**src/rtl/assert_macros.svh**
```systemverilog
// Assertion macros shared by the RTL of the instruction executor.
// Depends on nothing; define NO_ASSERTIONS to compile them away.
`ifndef ASSERT_MACROS_SVH
`define ASSERT_MACROS_SVH
`ifndef NO_ASSERTIONS
`define CHK_NEVER(lbl, clk, rst_n, expr, msg) \
    lbl: assert property (@(posedge clk) disable iff (!rst_n) !(expr)) else $error(msg);
`define CHK_IMPLY(lbl, clk, rst_n, ante, cons, msg) \
    lbl: assert property (@(posedge clk) disable iff (!rst_n) (ante) |-> (cons)) else $error(msg);
`else
`define CHK_NEVER(lbl, clk, rst_n, expr, msg)
`define CHK_IMPLY(lbl, clk, rst_n, ante, cons, msg)
`endif
`endif

```
**src/rtl/mse_pkg.sv**
```systemverilog
// Shared types and constants of the MIPS subset executor.
// Depends on nothing; used by every module of the block.
package mse_pkg;

    localparam logic [5:0] OPC_REGIMM = 6'd1;
    localparam logic [5:0] OPC_J      = 6'd2;
    localparam logic [5:0] OPC_JAL    = 6'd3;
    localparam logic [5:0] OPC_BEQ    = 6'd4;
    localparam logic [5:0] OPC_BNE    = 6'd5;
    localparam logic [5:0] OPC_ADDI   = 6'd8;
    localparam logic [5:0] OPC_SLTI   = 6'd10;
    localparam logic [5:0] OPC_ANDI   = 6'd12;
    localparam logic [5:0] OPC_ORI    = 6'd13;
    localparam logic [5:0] OPC_XORI   = 6'd14;
    localparam logic [5:0] OPC_LUI    = 6'd15;
    localparam logic [5:0] OPC_LB     = 6'd32;
    localparam logic [5:0] OPC_LW     = 6'd35;
    localparam logic [5:0] OPC_LBU    = 6'd36;
    localparam logic [5:0] OPC_SB     = 6'd40;
    localparam logic [5:0] OPC_SW     = 6'd43;

    localparam logic [5:0] FN_SLL     = 6'd0;
    localparam logic [5:0] FN_SRL     = 6'd2;
    localparam logic [5:0] FN_SRA     = 6'd3;
    localparam logic [5:0] FN_JR      = 6'd8;
    localparam logic [5:0] FN_SYSCALL = 6'd12;
    localparam logic [5:0] FN_MUL     = 6'd24;
    localparam logic [5:0] FN_ADD     = 6'd32;
    localparam logic [5:0] FN_SUB     = 6'd34;
    localparam logic [5:0] FN_AND     = 6'd36;
    localparam logic [5:0] FN_OR      = 6'd37;
    localparam logic [5:0] FN_XOR     = 6'd38;
    localparam logic [5:0] FN_NOR     = 6'd39;
    localparam logic [5:0] FN_SLT     = 6'd42;

    localparam logic [11:0] SEL_DATA    = 12'h100;
    localparam logic [11:0] SEL_STACK   = 12'h7FF;
    localparam logic [31:0] EXIT_CODE   = 32'd10;
    localparam logic [31:0] START_RESET = 32'h0040_0000;
    localparam logic [4:0]  REG_V0      = 5'd2;
    localparam logic [4:0]  REG_RA      = 5'd31;
    localparam int          REG_COUNT   = 32;

    localparam int               CFG_IDX_W      = 1;
    localparam logic [CFG_IDX_W-1:0] CFG_BREAKPOINT = 1'b0;
    localparam logic [CFG_IDX_W-1:0] CFG_START      = 1'b1;

    typedef enum logic [4:0] {
        OP_NOP, OP_BLTZ, OP_J, OP_JAL, OP_BEQ, OP_BNE, OP_ADDI, OP_SLTI,
        OP_ANDI, OP_ORI, OP_XORI, OP_LUI, OP_LB, OP_LBU, OP_LW, OP_SB, OP_SW,
        OP_SLL, OP_SRL, OP_SRA, OP_JR, OP_SYSCALL, OP_MUL, OP_ADD, OP_SUB,
        OP_AND, OP_OR, OP_XOR, OP_NOR, OP_SLT
    } t_op;

    typedef struct packed {
        t_op         op;
        logic [4:0]  rs;
        logic [4:0]  rt;
        logic [4:0]  dest;
        logic [4:0]  shamt;
        logic [15:0] imm;
        logic [25:0] target;
    } t_decoded;

    typedef struct packed {
        logic full;
        logic empty;
    } t_q_status;

endpackage

```
**src/rtl/mse_queue.sv**
```systemverilog
// Two-entry queue of decoded operations between front and back end.
// Depends on mse_pkg.
module mse_queue (
    input  logic                i_clk,
    input  logic                i_rst_n,
    input  logic                i_push,
    input  mse_pkg::t_decoded   i_item,
    input  logic                i_pop,
    output mse_pkg::t_decoded   o_item,
    output mse_pkg::t_q_status  o_status
);
    import mse_pkg::*;

    t_decoded   r_buf [2];
    logic       r_wp;
    logic       r_rp;
    logic [1:0] r_cnt;

    assign o_item          = r_buf[r_rp];
    assign o_status.full   = (r_cnt == 2'd2);
    assign o_status.empty  = (r_cnt == 2'd0);

    always_ff @(posedge i_clk) begin
        if (!i_rst_n) begin
            r_wp  <= 1'b0;
            r_rp  <= 1'b0;
            r_cnt <= 2'd0;
        end else begin
            if (i_push) r_wp <= !r_wp;
            if (i_pop)  r_rp <= !r_rp;
            if (i_push && !i_pop)      r_cnt <= r_cnt + 2'd1;
            else if (i_pop && !i_push) r_cnt <= r_cnt - 2'd1;
        end
    end

    always_ff @(posedge i_clk) begin
        if (i_push) r_buf[r_wp] <= i_item;
    end

endmodule

```
**config.mk**
```make
export PLATFORM = sky130hd
export DESIGN_NAME = mse_queue
export DESIGN_NICKNAME = d
export VERILOG_FILES = /design/src/rtl/assert_macros.svh /design/src/rtl/mse_pkg.sv /design/src/rtl/mse_queue.sv
export SDC_FILE = /design/constraint.sdc
export NUM_CORES = 1
export LEC_CHECK = 0
export ABC_AREA = 1
export BUFFER_PORTS_ARGS = -buffer_cell sky130_fd_sc_hd__clkbuf_2
export CAP_MARGIN = 20
export CORE_MARGIN = 8
export CORE_UTILIZATION = 47
export DETAILED_ROUTE_END_ITERATION = 6
export PLACE_DENSITY_LB_ADDON = 0.25
export SYNTH_ARGS = -nofsm -noshare
export SYNTH_HDL_FRONTEND = slang
export SYNTH_SLANG_ARGS = --single-unit
export TNS_END_PERCENT = 5
```
**constraint.sdc**
```tcl
create_clock -name i_clk -period 3.5 [get_ports i_clk]
set_clock_uncertainty 0.15 [all_clocks]
set_input_delay 0.175 -clock i_clk [delete_from_list [all_inputs] [get_ports i_clk]]
set_output_delay 0.175 -clock i_clk [all_outputs]
set_load 0.02 [all_outputs]
```
* Yosys cells after proc, flatten, opt, wreduce, memory -nomap -nowiden
Memories as Yosys holds them, arrays and structs flattened. A register that Yosys moved wholly into a read port is not among the register bits.
Index checks and enable logic that the tools add are counted.
** Operators by class
- $add $sub $neg :: 2
- Eq/ne operators :: 1
- Multiplexer cells :: 6
- Reduce and logical (&&, ||, !) cells :: 8
** Operators by type and width (count)
- $logic_not A1 Y1 :: 4
- $mux W1 :: 4
- $mux W2 :: 2
- $add A2 B1 Y2 const B :: 1
- $eq A2 B2 Y1 const B :: 1
- $logic_and A1 B1 Y1 :: 2
- $logic_not A2 Y1 :: 1
- $reduce_bool A2 Y1 :: 1
- $sub A2 B1 Y2 const B :: 1
** Word-level totals
- Register bits after elaboration :: 4
- Bits in writable memories :: 134
- Input bits :: 71
- Output and inout bits :: 69
- Memories :: 1
** Memory list
- r_buf :: words 2, width 67, read ports 1, clocked after Yosys merged registers in 1, wr ports 1, RTL line mse_queue.sv:14 : t_decoded r_buf [2];

* Depth between registers and ports, before layout
- Word-level depth :: 4
- Mapped depth :: 8
- Gate-level depth less buffers :: 8

* Worst setup path after synthesis
No wires, ideal clock.
- Kind :: register to register
- Start :: register r_wp
- End :: memory r_buf[0][0] (netlist name) (enable)
- Library setup time :: 0.494 ns
- Data arrival time :: 3.118 ns
- Required time :: 2.856 ns
- Path slack :: -0.262 ns
- Stages on the path, launching flop included :: 2
- Period minus slack after synthesis :: 3.762 ns
- Cells stage by stage :: dfxtp_1 nor2_1
** RTL lines
- from (decl) :: RTL line mse_queue.sv:15 : logic r_wp;
- from (signal assigned) :: RTL line mse_queue.sv:29 : if (i_push) r_wp <= !r_wp;
- to (decl) :: RTL line mse_queue.sv:14
No word-level cell before the write port.

==> results.json <==
{
  "outcome": "finished clean",
  "cap_violations": 0,
  "yosys.area.top_type_share_pct": 77.8,
  "layout-drive-gt1-share_pct": 50.4,
  "post_cts_buffers": 0,
  "ys_seq_elements": 139,
  "worst-slew-pin-transition_ns": 1.05,
  "cts_root_buf": "clkbuf_8",
  "first_pass_iters": 4,
  "max_freq_ghz": 0.398,
  "die_h_um": 121,
  "syn_area_sq_um": 5170,
  "setup_tns_ns": 0,
  "drtIter0Drc": 116,
  "synth.most_common_cell": "edfxtp_1",
  "synthArstFlopShare_pct": 0,
  "hold_path_class": "in2reg",
  "gr-usage-all-layers_pct": 14.0,
  "cts.sinks": 139,
  "cp-start-kind": "flip-flop",
  "fin_crit_sh_pct": 71.8,
  "grt_max_degree": 68,
  "worstReg2RegStart": "r_wp",
  "critPathMaxFanout": 67,
  "grt_pass1_wl_mm": 15.9,
  "finalSetupViolCount": 0,
  "ys_warn_count": 0,
  "peakVddDrop_mv": 0.325,
  "dpl.hpwl_mm": 6.12,
  "ios": 140,
  "synthTopCellsByCount": "134 x edfxtp_1, 37 x mux2_2, 30 x mux2_4",
  "gp_congestion": 0.739,
  "synth_edf_count": 134,
  "insertion_delay_ns": 0.50,
  "rows": 38,
  "p_leak_uw": 0.00294,
  "htree_levels": 4,
  "r2r_slack_ns": 1.57,
  "synth-main-ff-cell": "edfxtp_1",
  "drcViolationCount": 0,
  "synth_largest_area_cell": "edfxtp_1",
  "finalHoldViolCount": 0,
  "syn_nets": 315,
  "cts_buffer_depth": 2,
  "grt_pass1_vias": 3307,
  "maxSlewHeadroom_pct": 29.9,
  "overflow": 0,
  "seqPwrFrac_pct": 47.5,
  "criticalPathCategory": "reg2out",
  "routed-wl-met3_um": 726,
  "fp.dieW_um": 121,
  "highest_layer": "met4",
  "ys_top_cells_by_area": "edfxtp_1 78%, mux2_4 8.7%, mux2_2 8.1%",
  "antenna_found_initial": 0,
  "crit_required_ns": 3.17,
  "reg2regPathDepth": 5,
  "syn-instance-count": 243,
  "core_sq_um": 10800,
  "maxSlewViolCount": 0,
  "finalPower_uw": 4150,
  "clkPwrFrac_pct": 41.5,
  "syn2layout_area_growth_pct": 41.8,
  "switching_share_pct": 21.8,
  "internal_power_uw": 3250,
  "power_density_nw_per_um2": 566,
  "end_kind": "output port",
  "dieArea_sq_um": 14600,
  "cts_tree": "built",
  "p_comb_share_pct": 11.0,
  "io_buffers": 139,
  "avgSynthCellArea_sq_um": 21.3,
  "crit_end": "o_item[63]",
  "rsz0062_at_grt": "false",
  "via_count": 2875,
  "r2r_end": "r_wp",
  "nNetsFinal": 541,
  "seq_area_frac_synth_pct": 79.7,
  "cp.arrival_ns": 2.19,
  "cts_buffers": 17,
  "wl_per_cell_um": 15.8,
  "min_period_ns": 2.51,
  "routed-wl-met2_mm": 5.12,
  "drt_wl_total_mm": 9.82,
  "drt.antenna.violating_nets": 0,
  "cts_resized": 0,
  "vias_per_cell": 4.62,
  "start_util_pct": 47.9,
  "met1_length_mm": 3.83,
  "holdBufCountCts": 72,
  "n_antenna_cell": 0,
  "ys_types": 15,
  "switchingPower_uw": 907,
  "clkTransAtPathRegs_ns": 0.06
}
power groups by stage:
stage | Clock, uW | Sequential [uW] | Combinational (uW)
floorplan | 0 | 1980 | 271
global placement | 0 | 2010 | 390
detailed placement | 0 | 2010 | 394
CTS | 1760 | 1970 | 461
global route | 1850 | 1980 | 489
finish | 1730 | 1970 | 455
cell families (layout without fill, tap and decap cells):
| group | count (synthesis) | in the layout | synth area share, % |
|---|---|---|---|
| AND/OR/NAND/NOR | 19 | 19 | 1.45 |
| multiplexers | 67 | 67 | 16.8 |
| buffers and inverters | 15 | 254 | 1.67 |
| adder cells (fa/ha/maj) | 1 | 1 | 0.242 |
| AO/OA/AOI/OAI | 2 | 2 | 0.193 |
| flip-flops | 139 | 139 | 79.7 |
per-layer routing:
metal	track usage, %	up-vias
li1	-	1402
met1	14.7	1365
met2	24.2	95
met3	6.05	13
met4	5.54	0
met5	0	-
through the flow:
step,util (%),cells,area [sq um],setup slack (ns),hold slack [ns]
floorplan,-,243,5180,0.848,0.124
global placement,55.9,518,6040,1.47,0.214
detailed placement,55.9,518,6040,1.47,0.218
CTS,68.0,622,7340,0.932,0.0397
global route,68.0,622,7340,0.870,0.0861
finish,68.0,622,7340,0.989,0.0572
critical path: stages (launching register included):
cell and delay [ns]:
dfxtp_4 1.05, mux2_2 0.44, clkbuf_2 0.16
worst min-delay path by stage:
| stage | startpoint | end | slack, ns | cells after the start |
|---|---|---|---|---|
| finish | i_push | r_cnt[0] | 0.06 | 4 |
| global route | i_push | r_cnt[0] | 0.09 | 4 |
| CTS | i_push | r_cnt[0] | 0.04 | 4 |
| detailed placement | i_item[0] | r_buf[1][0] | 0.22 | 1 |
| global placement | i_item[50] | r_buf[1][50] | 0.21 | 1 |
| floorplan | i_item[0] | r_buf[0][0] | 0.12 | 0 |
layout by cell type, fill, tap and decap left out, types with 6 or more instances in the layout:
master	Yosys	final
clkinv_2	0	6
mux2_2	37	37
nor2_1	9	8
edfxtp_1	134	134
clkbuf_2	0	139
inv_1	8	7
nand2_1	8	8
clkbuf_16	0	16
mux2_4	30	30
dlygate4sd3_1	0	72
sequential cells by signal, indices dropped and copies added (netlist names), named ones only:
| name | flops |
|---|---|
| r_buf | 134 |
| r_cnt | 2 |
| r_rp | 1 |
| r_wp | 1 |
cell type report:
class	count	area (sq um)
Tap cell	140	175
Multi-Input combinational cell	89	972
Sequential cell	139	4130
Clock buffer	19	432
Timing Repair Buffer	214	1450
Clock inverter	13	151
Fill cell	726	3450
Inverter	8	30.0
(Power assumes the default switching activity.)
