--- src/rtl/assert_macros.svh ---
// Assertion macros shared by the RTL of the instruction executor.
// Depends on nothing; define NO_ASSERTIONS to compile them away.
`ifndef ASSERT_MACROS_SVH
`define ASSERT_MACROS_SVH
`ifndef NO_ASSERTIONS
`define CHK_NEVER(lbl, clk, rst_n, expr, msg) \
    lbl: assert property (@(posedge clk) disable iff (!rst_n) !(expr)) else $error(msg);
`define CHK_IMPLY(lbl, clk, rst_n, ante, cons, msg) \
    lbl: assert property (@(posedge clk) disable iff (!rst_n) (ante) |-> (cons)) else $error(msg);
`else
`define CHK_NEVER(lbl, clk, rst_n, expr, msg)
`define CHK_IMPLY(lbl, clk, rst_n, ante, cons, msg)
`endif
`endif

--- src/rtl/mse_pkg.sv ---
// Shared types and constants of the MIPS subset executor.
// Depends on nothing; used by every module of the block.
package mse_pkg;

    localparam logic [5:0] OPC_REGIMM = 6'd1;
    localparam logic [5:0] OPC_J      = 6'd2;
    localparam logic [5:0] OPC_JAL    = 6'd3;
    localparam logic [5:0] OPC_BEQ    = 6'd4;
    localparam logic [5:0] OPC_BNE    = 6'd5;
    localparam logic [5:0] OPC_ADDI   = 6'd8;
    localparam logic [5:0] OPC_SLTI   = 6'd10;
    localparam logic [5:0] OPC_ANDI   = 6'd12;
    localparam logic [5:0] OPC_ORI    = 6'd13;
    localparam logic [5:0] OPC_XORI   = 6'd14;
    localparam logic [5:0] OPC_LUI    = 6'd15;
    localparam logic [5:0] OPC_LB     = 6'd32;
    localparam logic [5:0] OPC_LW     = 6'd35;
    localparam logic [5:0] OPC_LBU    = 6'd36;
    localparam logic [5:0] OPC_SB     = 6'd40;
    localparam logic [5:0] OPC_SW     = 6'd43;

    localparam logic [5:0] FN_SLL     = 6'd0;
    localparam logic [5:0] FN_SRL     = 6'd2;
    localparam logic [5:0] FN_SRA     = 6'd3;
    localparam logic [5:0] FN_JR      = 6'd8;
    localparam logic [5:0] FN_SYSCALL = 6'd12;
    localparam logic [5:0] FN_MUL     = 6'd24;
    localparam logic [5:0] FN_ADD     = 6'd32;
    localparam logic [5:0] FN_SUB     = 6'd34;
    localparam logic [5:0] FN_AND     = 6'd36;
    localparam logic [5:0] FN_OR      = 6'd37;
    localparam logic [5:0] FN_XOR     = 6'd38;
    localparam logic [5:0] FN_NOR     = 6'd39;
    localparam logic [5:0] FN_SLT     = 6'd42;

    localparam logic [11:0] SEL_DATA    = 12'h100;
    localparam logic [11:0] SEL_STACK   = 12'h7FF;
    localparam logic [31:0] EXIT_CODE   = 32'd10;
    localparam logic [31:0] START_RESET = 32'h0040_0000;
    localparam logic [4:0]  REG_V0      = 5'd2;
    localparam logic [4:0]  REG_RA      = 5'd31;
    localparam int          REG_COUNT   = 32;

    localparam int               CFG_IDX_W      = 1;
    localparam logic [CFG_IDX_W-1:0] CFG_BREAKPOINT = 1'b0;
    localparam logic [CFG_IDX_W-1:0] CFG_START      = 1'b1;

    typedef enum logic [4:0] {
        OP_NOP, OP_BLTZ, OP_J, OP_JAL, OP_BEQ, OP_BNE, OP_ADDI, OP_SLTI,
        OP_ANDI, OP_ORI, OP_XORI, OP_LUI, OP_LB, OP_LBU, OP_LW, OP_SB, OP_SW,
        OP_SLL, OP_SRL, OP_SRA, OP_JR, OP_SYSCALL, OP_MUL, OP_ADD, OP_SUB,
        OP_AND, OP_OR, OP_XOR, OP_NOR, OP_SLT
    } t_op;

    typedef struct packed {
        t_op         op;
        logic [4:0]  rs;
        logic [4:0]  rt;
        logic [4:0]  dest;
        logic [4:0]  shamt;
        logic [15:0] imm;
        logic [25:0] target;
    } t_decoded;

    typedef struct packed {
        logic full;
        logic empty;
    } t_q_status;

endpackage

--- src/rtl/mse_front.sv ---
// Front end: accepts instruction requests and decodes them into operations.
// Depends on mse_pkg.
module mse_front (
    input  logic                i_in_valid,
    output logic                o_in_stall,
    input  logic [31:0]         i_instruction,
    input  mse_pkg::t_q_status  i_q_status,
    input  logic                i_busy,
    output logic                o_push,
    output mse_pkg::t_decoded   o_item
);
    import mse_pkg::*;

    logic [5:0] opc;
    logic [5:0] fn;

    assign o_in_stall = i_q_status.full || i_busy;
    assign o_push     = i_in_valid && !o_in_stall;
    assign opc        = i_instruction[31:26];
    assign fn         = i_instruction[5:0];

    always_comb begin
        o_item.rs     = i_instruction[25:21];
        o_item.rt     = i_instruction[20:16];
        o_item.dest   = i_instruction[20:16];
        o_item.shamt  = i_instruction[10:6];
        o_item.imm    = i_instruction[15:0];
        o_item.target = i_instruction[25:0];
        o_item.op     = OP_NOP;
        case (opc)
            OPC_REGIMM: o_item.op = OP_BLTZ;
            OPC_J:      o_item.op = OP_J;
            OPC_JAL: begin
                o_item.op   = OP_JAL;
                o_item.dest = REG_RA;
            end
            OPC_BEQ:    o_item.op = OP_BEQ;
            OPC_BNE:    o_item.op = OP_BNE;
            OPC_ADDI:   o_item.op = OP_ADDI;
            OPC_SLTI:   o_item.op = OP_SLTI;
            OPC_ANDI:   o_item.op = OP_ANDI;
            OPC_ORI:    o_item.op = OP_ORI;
            OPC_XORI:   o_item.op = OP_XORI;
            OPC_LUI:    o_item.op = OP_LUI;
            OPC_LB:     o_item.op = OP_LB;
            OPC_LBU:    o_item.op = OP_LBU;
            OPC_LW:     o_item.op = OP_LW;
            OPC_SB:     o_item.op = OP_SB;
            OPC_SW:     o_item.op = OP_SW;
            default: begin
                // Every other opcode is taken apart by its function field.
                o_item.dest = i_instruction[15:11];
                case (fn)
                    FN_SLL:     o_item.op = OP_SLL;
                    FN_SRL:     o_item.op = OP_SRL;
                    FN_SRA:     o_item.op = OP_SRA;
                    FN_JR:      o_item.op = OP_JR;
                    FN_SYSCALL: o_item.op = OP_SYSCALL;
                    FN_MUL:     o_item.op = OP_MUL;
                    FN_ADD:     o_item.op = OP_ADD;
                    FN_SUB:     o_item.op = OP_SUB;
                    FN_AND:     o_item.op = OP_AND;
                    FN_OR:      o_item.op = OP_OR;
                    FN_XOR:     o_item.op = OP_XOR;
                    FN_NOR:     o_item.op = OP_NOR;
                    FN_SLT:     o_item.op = OP_SLT;
                    default:    o_item.op = OP_NOP;
                endcase
            end
        endcase
    end

endmodule

--- config.mk ---
export PLATFORM = sky130hd
export DESIGN_NAME = mse_front
export DESIGN_NICKNAME = d
export VERILOG_FILES = /design/src/rtl/assert_macros.svh /design/src/rtl/mse_pkg.sv /design/src/rtl/mse_front.sv
export SDC_FILE = /design/constraint.sdc
export NUM_CORES = 1
export LEC_CHECK = 0
export BUFFER_PORTS_ARGS = -buffer_cell sky130_fd_sc_hd__buf_2
export CORE_UTILIZATION = 35
export DETAILED_ROUTE_END_ITERATION = 10
export PLACE_DENSITY_LB_ADDON = 0.3
export SLEW_MARGIN = 20
export SYNTH_ARGS = -nofsm -noshare
export SYNTH_HDL_FRONTEND = slang
export SYNTH_SLANG_ARGS = --single-unit
--- constraint.sdc ---
create_clock -name vclk -period 1.4
set_clock_uncertainty 0.1 [all_clocks]
set_input_delay 0.07 -clock vclk [all_inputs]
set_output_delay 0.07 -clock vclk [all_outputs]
set_load 0.02 [all_outputs]
======== Yosys cells after proc, flatten, opt, wreduce, memory -nomap -nowiden ========
Memories as Yosys holds them, arrays and structs flattened.
Cells that the tools add are included.
word-level totals
  bits in read-only memories .............. 320
  memories ................................ 1
  output and inout bits ................... 69
  flip-flop bits (word level) ............. 0
memory list
  name              depth  width  read ports  clocked after Yosys merged registers in  wr ports  RTL line         text
  (name not given)  64     5      1           0                                        0         mse_front.sv:53  case (fn)
operators by class
  muxes and demuxes ....................... 2
  reduce and logical (&&, ||, !) cells .... 4
  equal/unequal tests ..................... 16
operator list
  kind                count
  $pmux 5 s16         1
  $eq 6x4->1 const B  6
  $eq 6x6->1 const B  5
  $reduce_or 15->1    1
  $eq 6x2->1 const B  2
  $eq 6x3->1 const B  2
  $pmux 5 s2          1
  $eq 6x1->1 const B  1
  $logic_and 1x1->1   1
  $logic_not 1->1     1
  $logic_or 1x1->1    1

======== Depth between registers and ports, before layout ========
Gate-level depths: netlist of the first run.
  depth in word-level cells ............... 3
  mapped depth ............................ 7
  gate-level depth less buffers ........... 7

======== Least setup slack after synthesis of the first run ========
OpenSTA, ideal clock, no wires.
  kind .................................... input -> output
  start point ............................. input port i_instruction[26]
  end point ............................... output port o_item[62] in the netlist's numbering
  slack ................................... -0.172 ns
  arrival time ............................ 1.402 ns
  path buffers ............................ 1
  stages .................................. 6
  cell sequence ........................... buf_6 nor3_1 a21oi_1 o31ai_2 inv_1 o21ai_0
RTL lines
  item             RTL line         text
  start, declared  mse_front.sv:6   input logic [31:0] i_instruction,
  end, declared    mse_front.sv:10  output mse_pkg::t_decoded o_item

==> results of run 1 <==
## area by class of cell
type	instances	area [um^2]	area share [%]
inverters	5	18.8	1.39
repair buffers	101	636	47.2
well taps	31	38.8	2.88
multi-input cells	89	653	48.5
## power by group through the flow
stage               clock (mW)  sequential (mW)  combinational [mW]
finish                       0                0               0.539
global route                 0                0               0.581
CTS                          0                0               0.526
detailed placement           0                0               0.481
global placement             0                0               0.472
floorplan                    0                0               0.445
## synthesized netlist by cell type (all sizes together) (3+ instances only)
cell type  instances
buf               64
a21oi             13
nand2             13
o21ai             13
nor2               6
inv                5
ha                 4
nor2b              4
nor3               4
a211oi             3
nand2b             3
## layer usage
metal / vias to the layer above / share of wire [%] / GRT usage, %
li1: 568 / - / -
met1: 513 / 38 / 16.1
met2: 63 / 54 / 33.1
met3: 4 / 7.7 / 1.59
met4: 0 / 0.76 / 5.23
met5: - / 0 / 0
## critical path: cells and delay by family
kind / cells / cell delay (ps)
compound gates: 4 / 680
buf+inv: 3 / 410
mux: 1 / 300
## worst max-delay path by stage
stage                       endpoint         startpoint  cells after the start
after CTS                 o_item[62]  i_instruction[29]                      8
after floorplan           o_item[64]  i_instruction[27]                      6
after global routing      o_item[62]  i_instruction[29]                      8
after detailed placement  o_item[62]  i_instruction[29]                      8
final                     o_item[62]  i_instruction[29]                      8
after global placement    o_item[62]  i_instruction[29]                      8
## per-stage QoR
stage	utilization (%)	worst slack, ps	cells	TNS [ps]
floorplan	-	-40.5	160	-267
global placement	42.9	-202	224	-1390
detailed placement	42.9	-277	224	-2210
CTS	46.5	-204	226	-1460
global route	47.6	-301	226	-2390
finish	47.6	-232	226	-1760
## kinds of logic after synthesis
logic type / after synthesis
buf+inv: 71
mux: 2
fa+ha+maj: 4
xor+xnor: 1
compound gates: 43
simple gates: 39
## repair_timing
action	CTS	global route
buffers inserted	2	0
hold endpoints to repair	0	0
setup endpoints to repair	10	10
cloned	0	0
resized for setup	22	6
pin swaps	4	2
==> impl_metrics.yaml, run 1 <==
synthesis:
  synth_fa_ha_area_share_pct: 4.63
  synth-warning-count: 0
  synth_xor_xnor_area_share_pct: 0.810
  synth_compound_gate_area_share_pct: 27.1
  synthesis.area_um2: 1080
  synth.largest_area_cell: "buf_4"
  yosys-top-cells-area: "buf_4 40%, a21oi_1 5.6%, ha_1 4.6%"
  syn_nets: 200
  yosysTopAreaCellShare_pct: 39.6
  synth_top_family_by_area: "buffers and inverters"
  synthSimpleGateAreaFrac_pct: 18.5
  ys_types: 39
  synthMuxAreaShare_pct: 1.97
  synth_seq_area_share_pct: 0
  synth_cells: 160
  synth.avg_cell_area_um2: 6.76
timing:
  relSlewSlack_pct: 78.4
  timing.hold.ws_ps: 40.0
  hold_viol: 0
  rsz0062_at_grt: "true"
  tightest_slew_ps: 323
  fin_ws_ps: -232
  clock.fmax_mhz: 613
  slew_violations: 0
  setup_viol_count_final: 10
  finalWorstPathRequiredPeriod_ps: 1630
  period_share_pct: 117
route:
  drtPass1Iterations: 8
  wl_per_cell_um: 12.3
  dr.first_iter.drc_count: 32
  antenna_left: 0
  vias: 1148
  drc_errors: 12
  drt_wl_total_um: 2780
  vias_per_cell: 5.08
floorplanning:
  ios: 105
  die_h_um: 57.6
  fp.coreArea_um2: 2830
  dieArea_um2: 3310
  die_w_um: 57.6
  row_count: 19
  start_util_pct: 38.2
grt:
  grt.total_usage_pct: 15.9
  grt_max_degree: 13
  grt_pass1_vias: 1041
  antenna_found_initial: 0
  grt_first_pass_wirelength_um: 4350
  grt_overflow_total: 0
setup_path:
  cp.arrival_ps: 1460
  critical_path.max_stage_delay_ps: 340
  slowest_stage: "a221oi_4"
  crit_required_ps: 1230
  cp_common_cell: "buf_6"
  path_class: "in -> out"
  crit_fanout: 5
  start_kind: "primary input"
  crit_chain: "buf_6 > mux2_4 > a221oi_4 > o31ai_4 > buf_6 > o21bai_1 > o21ai_1 > buf_4"
  end_kind: "primary output"
final_layout:
  final_cell_mix: "58 x buf_2, 38 x buf_4, 13 x nand2_1"
  nets: 237
  layout.cells.most_common: "buf_2"
  nClkBuffers: 0
  drive_gt1_share_pct: 62.1
  final_area_um2: 1350
  area_growth_pct: 24.5
  regArea_um2: 0
  final.fill_count: 290
  diodes: 0
  seq_cells: 0
pwr:
  peakVddDrop_v: 0.000134
  finalPower_mw: 0.539
  leakage_nw: 0.699
  comb_power_share_pct: 100.0
  internal_power_mw: 0.237
  clockPowerShare_pct: 0
  power_density_nw_per_um2: 400
  p_sw_mw: 0.302
  pwr-share-seq_pct: 0
  p_sw_share_pct: 56.0
run:
  maxCapViolCount: 0
run_status:
  outcome: "finished with violations"
  failed_checks: "design-rule violations, negative setup slack"
worst_hold_path:
  worstHoldEndpoint: "o_item[44]"
  hold_path_startpoint: "i_instruction[8]"
  min_path_cells: 0
  hold_path.class: "in -> out"
placement:
  gp_congestion: 0.873
  dpl_cell_area_um2: 1210
  hpwl_um: 2200
  port_buffers: 69
clock_tree:
  hold_buffers: 0
Note: power is estimated with default switching activity, not from simulation.
==> run 2: changes to the inputs <==
==> constraint.sdc (replaced) <==
create_clock -name vclk -period 1.4
set_clock_uncertainty 0.1 [all_clocks]
set_input_delay 0.07 -clock vclk [all_inputs]
set_output_delay 0.07 -clock vclk [all_outputs]
set_load 0.1 [all_outputs]
==> run 2 against run 1 <==
  * The flow still finishes with violations (design-rule violations, negative setup slack)
  * Wire length up 5.3%
  * Count of clock-buffer cells in the layout unchanged
  * Largest power group unchanged
  * First-iteration DRC count down 3.1%
  * Utilization up 9.2 points
  * Design area up 19%
  * Flip-flop and latch count unchanged
  * Hold slack about the same
==> impl_metrics.yaml, run 2 (same netlist as run 1, synthesis figures left out) <==
grt:
  grt_pass1_vias: 1019
  grt_first_pass_wirelength_um: 4490
  gr-usage-met1_pct: 20.4
  grt-busiest-layer: "met2"
  grt_max_degree: 14
  grt.total_usage_pct: 16.4
  antenna_found_initial: 0
  met3_usage_pct: 0.680
  grt_overflow_total: 0
  use_met2_pct: 32.1
timing:
  timing.hold.ws_ps: 40.1
  period_share_pct: 120
  fin_ws_ps: -284
  tightest_slew_ps: 489
  clock.fmax_mhz: 594
  slew_violations: 0
  rsz0062_at_grt: "true"
  hold_viol: 0
  relSlewSlack_pct: 67.6
  setup_viol_count_final: 10
  finalWorstPathRequiredPeriod_ps: 1680
worst_hold_path:
  min_path_cells: 0
  worstHoldEndpoint: "o_item[21]"
  hold_path_startpoint: "i_instruction[21]"
  hold_path.class: "in -> out"
route:
  vias_per_cell: 5.04
  wl_per_cell_um: 13.1
  vias: 1124
  antenna_left: 0
  drtPass1Iterations: 8
  dr.first_iter.drc_count: 31
  drc_errors: 10
  drt_wl_total_um: 2930
setup_path:
  cp.arrival_ps: 1510
  critPathLaunch: "i_instruction[29]"
  path_class: "in -> out"
  crit_chain: "buf_8 > mux2_4 > a221oi_4 > o31ai_4 > clkbuf_16 > o21ai_4 > buf_12"
  crit_fanout: 6
  crit_buf_inv: 3
  end_kind: "primary output"
  cp_top_family: "compound AO/OA/AOI/OAI gates"
  critical_path.max_stage_delay_ps: 310
  slowest_stage: "a221oi_4"
  start_kind: "primary input"
  crit_required_ps: 1230
final_layout:
  layout.cells.non_filler: 223
  area_growth_pct: 48.7
  drive_gt1_share_pct: 64.1
  diodes: 0
  postLayoutCoreUtil_pct: 56.8
  nets: 234
  layout.cells.most_common: "buf_2"
  regArea_um2: 0
  seq_cells: 0
  nClkBuffers: 0
  final_cell_mix: "55 x buf_2, 27 x buf_4, 12 x buf_12"
placement:
  placedCellCount: 220
  port_buffers: 69
  hpwl_um: 2360
  gp_congestion: 0.810
pwr:
  comb_power_share_pct: 100.0
  p_sw_mw: 0.845
  pwr-share-seq_pct: 0
  peakVddDrop_v: 0.000284
  internal_power_mw: 0.345
  leakage_nw: 0.753
  p_sw_share_pct: 71.0
  power_density_nw_per_um2: 740
  clockPowerShare_pct: 0
  finalPower_mw: 1.19
floorplanning:
  fp.coreArea_um2: 2830
  dieArea_um2: 3310
  ios: 105
  row_count: 19
  start_util_pct: 38.2
  die_h_um: 57.6
  die_w_um: 57.6
clock_tree:
  hold_buffers: 0
run_status:
  failed_checks: "design-rule violations, negative setup slack"
  outcome: "finished with violations"
run:
  maxCapViolCount: 0
-- run 2: cell types whose count changed in the layout (fill, tap and decap cells not counted), sizes merged --
cell | before | now
clkbuf | 0 | 1
buf | 101 | 97
-- run 2: routing by layer --
metal / wire length (um) / share of wire [%]
met1: 1140 / 39
met2: 1580 / 54
met3: 208 / 7.1
met4: 0 / 0
met5: 0 / 0
-- run 2: area by class of cell --
class	instances	area (um^2)
Inverter	5	18.8
Tap cell	31	38.8
Fill cell	262	1220
Timing Repair Buffer	98	785
Multi-Input combinational cell	89	766
-- run 2: worst max path at each step --
| stage | to | slack (ps) | cells after the start |
|---|---|---|---|
| finish | o_item[50] | -280 | 7 |
| global route | o_item[51] | -350 | 7 |
| CTS | o_item[48] | -280 | 7 |
| detailed placement | o_item[50] | -280 | 8 |
| global placement | o_item[66] | -240 | 8 |
| floorplan | o_item[64] | -430 | 6 |
-- run 2: through the flow --
| stage | setup TNS, ps | area (um^2) | setup WS [ps] |
|---|---|---|---|
| finish | -2550 | 1610 | -284 |
| floorplan | -3160 | 1220 | -426 |
| global placement | -2250 | 1480 | -239 |
| global route | -3240 | 1610 | -347 |
| CTS | -2690 | 1530 | -284 |
| detailed placement | -2600 | 1480 | -285 |
-- run 2: what timing repair did --
action                                  CTS  global route
hold endpoints to repair                  0             0
endpoints found under the setup margin   10            10
cloned                                    1             0
pin swaps                                 1             5
resized for setup                         8            14
buffers inserted                          0             2
-- run 2: power by group through the flow --
| stage | combinational, mW | clock (mW) | sequential [mW] |
|---|---|---|---|
| 6_report | 1.19 | 0 | 0 |
| 5_1_grt | 1.23 | 0 | 0 |
| 4_1_cts | 1.17 | 0 | 0 |
| 3_5_place_dp | 1.14 | 0 | 0 |
| 3_3_place_gp | 1.13 | 0 | 0 |
| 2_1_floorplan | 1.23 | 0 | 0 |
